$ cat config.mk
export PLATFORM = sky130hd
export DESIGN_NAME = glyph_outline_mask_generator
export DESIGN_NICKNAME = d
export VERILOG_FILES = /design/src/rtl/core/gomg_pkg.sv /design/src/rtl/core/gomg_row_stage.sv /design/src/rtl/core/gomg_out_fifo.sv /design/src/rtl/core/glyph_outline_mask_generator.sv
export SDC_FILE = /design/constraint.sdc
export NUM_CORES = 1
export LEC_CHECK = 0
export ABC_AREA = 0
export ABC_CLOCK_PERIOD_IN_PS = 5900
export BUFFER_PORTS_ARGS = -buffer_cell sky130_fd_sc_hd__buf_2
export CORE_MARGIN = 5
export CORE_UTILIZATION = 50
export CTS_CLUSTER_SIZE = 24
export DETAILED_ROUTE_END_ITERATION = 7
export PLACE_DENSITY = 0.66
export RECOVER_POWER = 25
export SETUP_SLACK_MARGIN = 0.3
export SYNTH_ARGS = -nofsm -noshare
export SYNTH_HDL_FRONTEND = slang
export SYNTH_HIERARCHICAL = 1
export SYNTH_SLANG_ARGS = --single-unit
$ cat constraint.sdc
create_clock -name clk -period 5.9 [get_ports clk]
set_input_delay 0.59 -clock clk [delete_from_list [all_inputs] [get_ports clk]]
set_output_delay 0.59 -clock clk [all_outputs]
set_load 0.02 [all_outputs]
$ cat src/rtl/core/gomg_pkg.sv
// Shared types, constants and helper functions of the glyph outline mask generator.
// No dependencies; imported by every module under rtl/core.
package gomg_pkg;

  // Glyph geometry
  localparam int MAX_GLYPH_WIDTH = 32;
  localparam int ROW_W           = 32;
  localparam int WIDTH_W         = 6;
  localparam int WIDTH_LIM       = (MAX_GLYPH_WIDTH > ROW_W) ? ROW_W : MAX_GLYPH_WIDTH;

  // Stream beat layouts, packed to whole bytes
  localparam int IN_DATA_W  = ((ROW_W + WIDTH_W + 7) / 8) * 8;
  localparam int OUT_DATA_W = ((2 * ROW_W + 7) / 8) * 8;

  // Result queue
  localparam int FIFO_DEPTH = 4;
  localparam int FIFO_PTR_W = $clog2(FIFO_DEPTH);
  localparam int FIFO_CNT_W = $clog2(FIFO_DEPTH + 1);

  typedef logic [ROW_W-1:0]   row_t;
  typedef logic [WIDTH_W-1:0] width_t;

  // One result row
  typedef struct packed {
    row_t inner_mask;
    row_t outer_mask;
    logic glyph_end;
  } result_t;

  // Results handed from the row stage to the queue in one cycle
  typedef struct packed {
    logic [1:0] num;     // 0, 1 or 2 results
    result_t    first;
    result_t    second;
  } push_t;

  // Saturate a width field to the supported glyph width
  function automatic width_t clamp_width(width_t w);
    width_t lim;
    lim = width_t'(WIDTH_LIM);
    if (w > lim) begin
      return lim;
    end
    return w;
  endfunction

  // Ones in the columns that lie inside the glyph
  function automatic row_t width_mask(width_t w);
    row_t m;
    if (w >= width_t'(ROW_W)) begin
      m = '1;
    end else begin
      m = ~({ROW_W{1'b1}} << w);
    end
    return m;
  endfunction

  // Inner and outer masks of one row from its two vertical neighbours
  function automatic result_t outline(row_t above, row_t cur, row_t below, width_t w,
                                      logic last);
    row_t    col;
    row_t    near;
    row_t    m;
    result_t r;
    m            = width_mask(w);
    col          = above | cur | below;
    near         = col | (col << 1) | (col >> 1);
    r.inner_mask = cur & m;
    r.outer_mask = near & ~(cur & m) & m;
    r.glyph_end  = last;
    return r;
  endfunction

endpackage

$ cat src/rtl/core/gomg_row_stage.sv
// Input register, row history and outline logic of the glyph outline mask generator.
// Depends on gomg_pkg; feeds gomg_out_fifo with up to two results per row.
module gomg_row_stage import gomg_pkg::*; (
  input  logic  clk,
  input  logic  rst_n,
  input  logic  in_valid,
  output logic  in_ready,
  input  row_t  in_row,
  input  width_t in_width,
  input  logic  in_last,
  input  logic  room,       // queue can take two results
  output push_t push
);

  logic   vld_r;
  row_t   row_r;
  width_t width_r;
  logic   last_r;

  row_t   held_row_r,   held_row_nxt;
  row_t   above_row_r,  above_row_nxt;
  width_t held_width_r, held_width_nxt;
  logic   pending_r,    pending_nxt;

  logic   fire;
  logic   take;
  row_t   above_new;
  width_t w_clamped;

  assign fire     = vld_r & room;
  assign in_ready = ~vld_r | room;
  assign take     = in_valid & in_ready;
  assign w_clamped = clamp_width(in_width);

  // Capture a beat, masked to its own width
  always_ff @(posedge clk) begin
    if (!rst_n) begin
      vld_r <= 1'b0;
    end else if (take) begin
      vld_r <= 1'b1;
    end else if (fire) begin
      vld_r <= 1'b0;
    end
  end

  always_ff @(posedge clk) begin
    if (take) begin
      width_r <= w_clamped;
      row_r   <= in_row & width_mask(w_clamped);
      last_r  <= in_last;
    end
  end

  // Form results and the next row history
  always_comb begin
    above_new      = pending_r ? held_row_r : '0;
    push           = '0;
    held_row_nxt   = held_row_r;
    above_row_nxt  = above_row_r;
    held_width_nxt = held_width_r;
    pending_nxt    = pending_r;
    if (fire) begin
      if (pending_r) begin
        push.first = outline(above_row_r, held_row_r, row_r, held_width_r, 1'b0);
        push.second = outline(above_new, row_r, '0, width_r, 1'b1);
      end else begin
        push.first = outline(above_new, row_r, '0, width_r, 1'b1);
      end
      push.num = {1'b0, pending_r} + {1'b0, last_r};
      if (last_r) begin
        held_row_nxt   = '0;
        above_row_nxt  = '0;
        held_width_nxt = '0;
        pending_nxt    = 1'b0;
      end else begin
        held_row_nxt   = row_r;
        above_row_nxt  = above_new;
        held_width_nxt = width_r;
        pending_nxt    = 1'b1;
      end
    end
  end

  // Hold the two rows of history
  always_ff @(posedge clk) begin
    if (!rst_n) begin
      held_row_r   <= '0;
      above_row_r  <= '0;
      held_width_r <= '0;
      pending_r    <= 1'b0;
    end else begin
      held_row_r   <= held_row_nxt;
      above_row_r  <= above_row_nxt;
      held_width_r <= held_width_nxt;
      pending_r    <= pending_nxt;
    end
  end

endmodule

$ cat src/rtl/core/gomg_out_fifo.sv
// Small result queue of the glyph outline mask generator: takes up to two results a cycle.
// Depends on gomg_pkg; drives the result stream beats.
module gomg_out_fifo import gomg_pkg::*; (
  input  logic    clk,
  input  logic    rst_n,
  input  push_t   push,
  output logic    room,
  output logic    out_valid,
  input  logic    out_ready,
  output result_t out_data
);

  result_t              mem [FIFO_DEPTH];
  logic [FIFO_PTR_W-1:0] wr_ptr_r, wr_ptr_nxt;
  logic [FIFO_PTR_W-1:0] rd_ptr_r, rd_ptr_nxt;
  logic [FIFO_CNT_W-1:0] count_r,  count_nxt;
  logic                  pop;
  logic [FIFO_PTR_W-1:0] wr_ptr_1;

  assign out_valid = (count_r != '0);
  assign pop       = out_valid & out_ready;
  assign out_data  = mem[rd_ptr_r];
  assign room      = (count_r <= FIFO_CNT_W'(FIFO_DEPTH - 2));
  assign wr_ptr_1  = FIFO_PTR_W'(wr_ptr_r + 1'b1);

  // Advance pointers and fill level
  always_comb begin
    wr_ptr_nxt = FIFO_PTR_W'(wr_ptr_r + push.num);
    rd_ptr_nxt = FIFO_PTR_W'(rd_ptr_r + pop);
    count_nxt  = FIFO_CNT_W'(count_r + FIFO_CNT_W'(push.num) - FIFO_CNT_W'(pop));
  end

  always_ff @(posedge clk) begin
    if (!rst_n) begin
      wr_ptr_r <= '0;
      rd_ptr_r <= '0;
      count_r  <= '0;
    end else begin
      wr_ptr_r <= wr_ptr_nxt;
      rd_ptr_r <= rd_ptr_nxt;
      count_r  <= count_nxt;
    end
  end

  // Store the results in order
  always_ff @(posedge clk) begin
    if (push.num != 2'd0) begin
      mem[wr_ptr_r] <= push.first;
    end
    if (push.num == 2'd2) begin
      mem[wr_ptr_1] <= push.second;
    end
  end

endmodule

$ cat src/rtl/core/glyph_outline_mask_generator.sv
// Top level of the glyph outline mask generator: stream ports around the row stage and queue.
// Depends on gomg_pkg, gomg_row_stage and gomg_out_fifo.
//
// Takes one glyph bitmap row per beat and returns, one row behind, the row's ink (inner mask)
// and the clear pixels that touch ink among their eight neighbours (outer mask), both cut to
// the glyph width (widths above 32 saturate). A row beat is accepted every cycle while the
// result queue has room. Each accepted row is registered in the row stage, its results are
// written to the result queue, and the queue hands them out in order. The first row of a multi-row glyph gives no
// result, middle rows give one, and the row marked tlast gives two (or one for a one-row glyph),
// the final one with out_tlast high. The output port moves one result beat per cycle while
// out_tready is high, so a glyph of N rows gives N result beats at the output; a four-entry
// result queue lets the input keep running while results wait.
module glyph_outline_mask_generator import gomg_pkg::*; (
  input  logic                  clk,
  input  logic                  rst_n,
  input  logic                  in_tvalid,
  output logic                  in_tready,
  input  logic [IN_DATA_W-1:0]  in_tdata,   // row_bits[31:0], row_width[37:32], zero pad
  input  logic                  in_tlast,   // last_row
  output logic                  out_tvalid,
  input  logic                  out_tready,
  output logic [OUT_DATA_W-1:0] out_tdata,  // inner_mask[31:0], outer_mask[63:32]
  output logic                  out_tlast   // glyph_end
);

  push_t   push;
  logic    room;
  result_t res;

  // Row history and outline logic
  gomg_row_stage u_stage (
    .clk      (clk),
    .rst_n    (rst_n),
    .in_valid (in_tvalid),
    .in_ready (in_tready),
    .in_row   (in_tdata[ROW_W-1:0]),
    .in_width (in_tdata[ROW_W+WIDTH_W-1:ROW_W]),
    .in_last  (in_tlast),
    .room     (room),
    .push     (push)
  );

  // Result queue
  gomg_out_fifo u_fifo (
    .clk       (clk),
    .rst_n     (rst_n),
    .push      (push),
    .room      (room),
    .out_valid (out_tvalid),
    .out_ready (out_tready),
    .out_data  (res)
  );

  // Pack the result beat
  assign out_tdata = OUT_DATA_W'({res.outer_mask, res.inner_mask});
  assign out_tlast = res.glyph_end;

endmodule

After elaboration in Yosys (flattened, before gate mapping)

Memory sizes are Yosys's and may differ from the RTL's. A register that Yosys moved wholly into a read port is not among the register bits.
Index checks and enable logic that the tools add are counted.
Widths: inputs -> output; s select.

Register bits after elaboration: 118
RAM bits: 260
Output and inout bits: 67
Logic and storage cells: 86
Input port bits: 45
Memories: 1

Memories:

| name       | words | width | read ports | clocked after Yosys merged registers in | write ports | RTL line            | source |
|---|---|---|---|---|---|---|---|
| u_fifo.mem | 4     | 65    | 1          | 1                                       | 2           | gomg_out_fifo.sv:13 | `result_t mem [FIFO_DEPTH];` |

Magnitude comparators: 5
Muxes and demuxes: 28
Reductions and logical operators: 3
Add/sub/neg operators: 6
Bitwise logic cells: 28
Equality and inequality tests: 1
Shifts and indexed selects: 3

Operators by type and width:

| cell                  | number |
|---|---|
| $mux 32               | 13 |
| $and 32x32->32        | 10 |
| $not 32->32           | 6 |
| $or 32x32->32         | 5 |
| $mux 132              | 1 |
| $mux 65               | 2 |
| $shl 32x6->32 const A | 3 |
| $or 32x31->32         | 2 |
| $ge 6x6->1 const B    | 3 |
| $mux 6                | 3 |
| $mux 1                | 8 |
| $gt 6x6->1 const B    | 1 |
| $reduce_bool 2->1     | 2 |
| $add 3x2->3           | 1 |
| $and 1x1->1           | 3 |
| $le 3x2->1 const B    | 1 |
| $reduce_bool 3->1     | 1 |
| $sub 3x1->3           | 1 |
| $add 1x1->2           | 1 |
| $add 2x1->2           | 1 |
| $add 2x1->2 const B   | 1 |
| $add 2x2->2           | 1 |
| $eq 2x2->1 const B    | 1 |
| $mux 2                | 1 |
| 2 further kinds       | 2 |

Longest topological paths before layout

Gate-level depths: netlist of run 1.

Depth after elaboration: 14
Mapped depth: 10
Depth with buffers taken out: 7

Hierarchy

The synthesis of run 1 kept the hierarchy.

Modules (own cells, without submodules):

| module         | area each (um2) | seq. area each (um2) | cells an instance | instances |
|---|---|---|---|---|
| gomg_out_fifo  | 12,948.7        | 7,947.6              | 673               | 1 |
| gomg_row_stage | 7,522.2         | 2,612.5              | 970               | 1 |

Least setup slack after synthesis of run 1

OpenSTA, ideal clock, no wires.

Path kind: reg-to-reg
From: register u_stage.last_r
To: memory u_fifo/mem[0][0] in the netlist's numbering, enable pin
Setup slack: -0.371 ns
Buffers on the path: 0
Period minus slack after synthesis: 6.271 ns
Arrival time: 5.693 ns
Setup time: 0.578 ns
Required time: 5.322 ns
Stages on the path, launching flop included: 5
Cell sequence: edfxtp_1 -> ha_1 -> and3_1 -> o21bai_1 -> o21ai_0

RTL lines:

| what                   | RTL line             | source |
|---|---|---|
| start, declared        | gomg_row_stage.sv:18 | `logic last_r;` |
| start signal, assigned | gomg_row_stage.sv:50 | `last_r <= in_last;` |
| end, declared          | gomg_out_fifo.sv:13  |  |

==> impl_results.md, run 1 <==
- Status: finished, violations left
- Failing checks: max-capacitance violations, max-slew violations
- XOR/XNOR Fraction of Synth Area: less than 1%
- Post-synth top flop: edfxtp_1
- I/O Buffers: between 100 and 150
- Post-CTS Hold Buffers: 0
- Worst min-delay path category: input port to register
- Clk pin slew, worst setup/hold paths: 0.06 ns
- Synth cell types: 76
- Worst path arrival time: 4.92 ns
- Internal power: 5.14 mW
- Synth top area cells: edfxtp_1 (44%), mux2_2 (14%), dfxtp_1 (7.7%)
- Synth Area in Adders: 0.342%
- R2R depth: 5
- Simple-Gate Fraction of Synth Area: 11.6%
- Drt first-iter violations: 1,444
- Synth Area in Compound Gates: 10.8%
- Final ANT Viol Nets: 0
- Seq cells post-synth: 378
- Drt total wl: 58,000 µm
- Seq pwr share: between 40% and 50%
- Syn Inst Count: 1,643
- Post-Layout Cell Count: 2,255
- PD cells: 322 nW/µm²
- Hold Vio Cnt, Final: 0
- Residual DRC: 0
- N_diodes: 0
- Max Clk Rate: 223 MHz
- Uppermost layer routed: met4
- Crit path time final: between 4 and 5 ns
- Largest family of logic cells by synthesized area: multiplexers
- Clock power share: 34.6%
- Actual slew at the worst max-slew pin: 2.55 ns
- Worst skew pair latency: 0.56 ns
- Post-route setup TNS: 0 ns
- Max-slew headroom: -70.1%
- Largest net degree at the start of global routing: between 80 and 90
- Sequential fraction of the synthesis area: between 50% and 60%
- First-pass GRT wire length: 88,200 µm
- Syn Std Cell Area: 20,500 µm²
- Final core utilization: a little under three fifths
- # rows: 74
- Worst VDD drop: 0.000218 V
- CTS resizes: 0
- GP Congestion: about 1
- Met3 routed WL: between 4000 and 5000 µm
- Boundary Pins: 112
- Antenna violations before repair: 0
- Post-CTS setup buffer count: 0
- Num CTS Buffers: 42
- Reg2reg setup slack: around 1.4 ns
- Final layout net count: 1,740
- Area grow syn2layout: 10.3%
- RSZ-0062 raised after global routing: false
- Final Max Slew Viols: 169
- Number of global-route vias before repair: 14,170
- Total GRT Usage: 25.4%
- Starting Density: 50.4%
- Period utilization: roughly three quarters
- Critical path peak fanout: 72
- Max-cap violations: 4
- Overall die area: about 45,000 µm²
- WS Path Type: register to register
- Largest area contributor in the netlist: edfxtp_1
- Number of enable flip-flop cells after synthesis: roughly 300
- Met2 wire length: 26,900 µm
- Final setup viols: 0
- Core footprint: 40,600 µm²
- Count leader, synth: edfxtp_1
- Yosys warns: 6
- DP Cell Count: 2,178
- Reg-to-reg startpoint: u_fifo/count_r[0]
- Clock sink total: 378
- Switch share: 29.4%
- Lkg Pwr: around 8 nW
- Hold endpoint: u_stage/last_r
- Vias: 14,535
- Setup crit end kind: register
- Fin Clk Skew: 0.0105 ns
- FF-to-FF End: u_fifo/mem[0][19]
- H-tree depth: 2
- Power Total: 7.28 mW
- Comb pwr share: about a fifth
- WL/cell: 25.7 µm
- Hold depth: 1
- Share of the synthesized area in the top cell type: a little over two fifths
- CTS Buffer Depth: 3
- Share of cells above drive strength 1: 30.9%
- CP startpoint kind: register
- Critical Path RT: 6.33 ns
- Synth Net Count: around 1,700
- Detailed Routing Iterations Pass 1: 8
- CTS tree: done
- Width of the die: 212 µm
- Die Y-Extent: 212 µm
- Fraction of synthesized area in multiplexers: 21.6%
- Critical hold path startpoint: in_tlast
- Clock Root Buffer: clkbuf_16
- Overflow after GRT: 0
- Vias per inst: 6.45
- Wl on met1: 25,200 µm
- Mean post-synth cell area: 12.5 µm²
- Async SR Flop Fraction: 0%
- Post-synth top cells: edfxtp_1 (299), mux2_2 (260), a21oi_1 (103)
- NetSw: 2.14 mW
- Half-perimeter wire length after placement: 37,500 µm
per-layer routing:
| metal | vias to the layer above | track usage, % |
|---|---|---|
| li1 | 6477 | - |
| met1 | 7278 | 37.6 |
| met2 | 692 | 40.0 |
| met3 | 88 | 3.53 |
| met4 | 0 | 6.36 |
| met5 | - | 0 |
power by group through the flow:
stage               registers (mW)  clock network (mW)  logic [mW]
CTS                           3.20                2.56        1.57
global placement              3.25                   0        1.55
floorplan                     3.14                   0        1.18
global route                  3.22                2.68        1.67
finish                        3.21                2.52        1.56
detailed placement            3.26                   0        1.56
cells by family (layout without fill, tap and decap cells):
logic type / count (synthesis) / count (layout)
buffers and inverters: 160 / 240
adders and majority gates: 5 / 5
DFF: 378 / 378
and+or+nand+nor: 439 / 439
xor gates and xnor gates: 2 / 2
muxes: 329 / 329
AOI/OAI and AO/OA: 330 / 330
per-stage QoR:
stage / cell area (µm²) / hold WS [ns] / setup WS (ns)
after detailed placement: 21300 / 0.522 / 2.34
after CTS: 22600 / 0.192 / 2.34
after global placement: 21300 / 0.512 / 2.43
final: 22600 / 0.221 / 1.41
after floorplan: 20500 / 0.495 / 1.25
after global routing: 22600 / 0.200 / 1.09
worst max-delay path by stage:
stage                                  from           endpoint  slack (ns)  cells past startpoint
final                     u_fifo/count_r[0]  u_fifo/mem[0][19]        1.41                      5
after detailed placement  u_fifo/count_r[0]  u_fifo/mem[3][14]        2.34                      5
after CTS                 u_fifo/count_r[0]  u_fifo/mem[3][30]        2.34                      5
after floorplan              u_stage/last_r   u_fifo/mem[2][0]        1.25                      4
after global routing      u_fifo/count_r[0]  u_fifo/mem[0][19]        1.09                      5
after global placement    u_fifo/count_r[0]  u_fifo/mem[3][10]        2.43                      5
sequential cells by signal, indices dropped and copies added, names as in the netlist:
signal / cells
u_stage/last_r: 1
u_stage/vld_r: 1
u_fifo/count_r: 3
u_stage/width_r: 6
u_fifo/rd_ptr_r: 2
u_stage/row_r: 32
u_stage/pending_r: 1
u_stage/above_row_r: 32
u_stage/held_width_r: 6
u_fifo/mem: 260
u_fifo/wr_ptr_r: 2
u_stage/held_row_r: 32
cell usage in the layout, fill, tap and decap left out, types with 34 or more instances in the layout:
cell type / n
nand2_1: 53
nor3_1: 57
edfxtp_1: 299
buf_2: 104
mux2_2: 260
nor2_1: 90
a21oi_1: 103
nor2b_1: 86
mux4_2: 65
clkbuf_16: 43
dfxtp_1: 77
o21ai_0: 34
critical path, cell delays in order (launching register included):
cell	delay, ns
dfxtp_1	0.35
a21oi_1	0.64
nand2_1	1.66
or3_1	0.93
o32ai_1	0.50
mux2_2	0.26
layout make-up:
type                    count  area [µm²]
clock buffers              62        1180
clock inverters            15         133
fillers                  3423       18100
inverters                  24        90.1
multi-input cells        1105        9190
flip-flops and latches    378       10600
well taps                 532         666
repair buffers            139         769
No activity file was read; power rests on OpenSTA's default activity.
==> run 2: changes to the inputs <==
--- a/config.mk
+++ b/config.mk
@@ -5,8 +5,8 @@
 export SDC_FILE = /design/constraint.sdc
 export NUM_CORES = 1
 export LEC_CHECK = 0
-export ABC_AREA = 0
-export ABC_CLOCK_PERIOD_IN_PS = 5900
+export ABC_AREA = 1
+export ABC_CLOCK_PERIOD_IN_PS = 3700
 export BUFFER_PORTS_ARGS = -buffer_cell sky130_fd_sc_hd__buf_2
 export CORE_MARGIN = 5
 export CORE_UTILIZATION = 50
==> constraint.sdc (replaced) <==
create_clock -name clk -period 3.7 [get_ports clk]
set_input_delay 0.37 -clock clk [delete_from_list [all_inputs] [get_ports clk]]
set_output_delay 0.37 -clock clk [all_outputs]
set_load 0.02 [all_outputs]
==> impl_results.md, run 2 <==
- Async SR Flop Fraction: 0%
- Max-slew headroom: -33.7%
- Max Clk Rate: 312 MHz
- Post-synth top cells: nand2_1 (652), nor2_1 (321), edfxtp_1 (299)
- CTS Buffer Depth: 3
- WS Path Type: register to register
- Fin Clk Skew: about 0.020 ns
- Synth Net Count: around 2,600
- Share of the synthesized area in the top cell type: 44.4%
- Lkg Pwr: 8.08 nW
- Syn Inst Count: 2,532
- Clock Root Buffer: clkbuf_16
- Power Total: 12.0 mW
- GP Congestion: 0.972
- Multi-input logic area: ~8100 µm²
- Hold Vio Cnt, Final: 0
- Critical path peak fanout: slightly below 60
- Crit path time final: roughly 3.2 ns
- N_diodes: 0
- Width of the die: around 210 µm
- Die Y-Extent: 211 µm
- Number of global-route vias before repair: 16,562
- Setup crit end kind: register
- CP startpoint kind: register
- Starting Density: 50.7%
- Synth cell types: 40
- Drt total wl: 65,700 µm
- Seq cells post-synth: 378
- Overall die area: 44,600 µm²
- Final ANT Viol Nets: 0
- Actual slew at the worst max-slew pin: 2.01 ns
- Final layout net count: 2,635
- Number of enable flip-flop cells after synthesis: ~300
- First-pass GRT wire length: 99,100 µm
- Largest area contributor in the netlist: edfxtp_1
- Hold WS: 0.0788 ns
- Detailed Routing Iterations Pass 1: 5
- Register Area: 10,600 µm²
- H-tree depth: 2
- Num CTS Buffers: 41
- Commonest non-fill, non-tap cell in the layout: nand2_1
- Share of cells above drive strength 1: a little under a tenth
- Status: finished, violations left
- Vias: ~18,000
- Failing checks: max-capacitance violations, max-slew violations
- Total GRT Usage: 28.9%
- Fill cells: approximately 3,700
- Worst VDD drop: roughly 0.00044 V
- Clk pin slew, worst setup/hold paths: 0.06 ns
- CTS tree: done
- Slowest-stage cell, CP: nand2_1
- Core footprint: 39,900 µm²
- Yosys warns: 6
- RSZ-0062 raised after global routing: false
- Synth top area cells: edfxtp_1 (44%), nand2_1 (12%), dfxtp_1 (7.8%)
- Worst path arrival time: 3.41 ns
- Crit path buffers/inverters: 3
- WL/cell: about 21 µm
- Area grow syn2layout: 11.0%
- Post-synth top flop: edfxtp_1
- Number of flip-flops under the largest register name: 260
- Most flop-heavy register: u_fifo/mem
- Sequential fraction of the synthesis area: between 50% and 60%
- Mean post-synth cell area: 7.99 µm²
- Reg2reg setup slack: 0.49 ns
- # rows: 73
- Half-perimeter wire length after placement: 46,100 µm
- CTS resizes: 0
- Max incr delay on CP: about 0.66 ns
- Final Max Slew Viols: approximately 100
- Boundary Pins: 112
- Final setup viols: 0
- Critical Path RT: between 3 and 4 ns
- Max-cap violations: 2
- Drt first-iter violations: ~1,900
- Period utilization: 86.7%
- Largest net degree at the start of global routing: approximately 130
- PD cells: between 500 and 600 nW/µm²
- Count leader, synth: nand2_1
- Residual DRC: 0
- Worst skew pair latency: 0.57 ns
- Clock sink total: 378
- Syn Std Cell Area: 20,200 µm²
- Cell family with most CP delay: simple AND/OR/NAND/NOR gates
- I/O Buffers: 109
- Most frequent cells in the layout: nand2_1 (648), nor2_1 (322), edfxtp_1 (299)
- Overflow after GRT: 0
- Post-route setup TNS: 0 ns
- Cell Chain, Critical Path: a21oi_1 -> nand2_2 -> buf_4 -> nor2_1 -> inv_1 -> nor2_4 -> nand2_1 -> o31ai_4 -> buf_12
- Vias per inst: 5.78
- Antenna violations before repair: 0
- Worst min-delay path category: input port to register
run 2: tightest hold or removal path, stage by stage:
cell     delay, ns
buf_2         0.08
nand2_1       0.04
inv_1         0.05
run 2: logic make-up (layout without fill, tap and decap cells):
logic type / count (synthesis) / in the layout / share of synthesized area [%]
xor gates and xnor gates: 4 / 4 / 0.173
adders and majority gates: 5 / 5 / 0.346
DFF: 378 / 378 / 52.2
AOI/OAI and AO/OA: 640 / 640 / 16.5
buffers and inverters: 352 / 433 / 7.76
and+or+nand+nor: 1153 / 1153 / 23.0
run 2: timing repair:
item,in CTS,in global routing
buffers inserted,0,0
hold buffers,1,0
endpoints found under the hold margin,1,0
run 2: metal layers:
metal	up-vias	track usage (%)	part of all wire, %
met5	-	0	0
met4	0	6.93	2.3
met3	82	4.37	8.6
met2	830	46.4	46
met1	8559	41.7	43
li1	8676	-	-
run 2: worst paths after layout:
path,start,endpoint,cells after the start
setup / recovery,u_fifo/count_r[2],u_fifo/mem[3][3],9
hold / removal,in_tdata[31],u_stage/row_r[31],3
setup reg to reg,u_fifo/count_r[2],u_fifo/mem[3][3],9
hold reg to reg,u_stage/above_row_r[30],u_stage/above_row_r[30],2
run 2: cell type report:
cell class	instances	area share [%]
Inverter	201	3.38
Timing Repair Buffer	161	5.01
Clock buffer	49	4.70
Tap cell	525	2.92
Sequential cell	378	47.0
Clock inverter	22	0.730
Multi-Input combinational cell	1802	36.2
run 2: stage by stage:
step           area (µm²)  instances  setup WS (ns)  utilization [%]
4_1_cts             22500       3138          0.622             56.4
3_5_place_dp        21300       3066          0.627             53.3
6_report            22500       3138          0.493             56.3
3_3_place_gp        21300       3066          0.678             53.3
2_1_floorplan       20300       2532          0.291                -
5_1_grt             22500       3138          0.300             56.3
run 2: power by group:
group	internal, mW	total, mW	switching, mW
clock	2.17	3.82	1.65
sequential	4.86	5.03	0.174
combinational	0.906	3.19	2.28
total	7.93	12.0	4.11
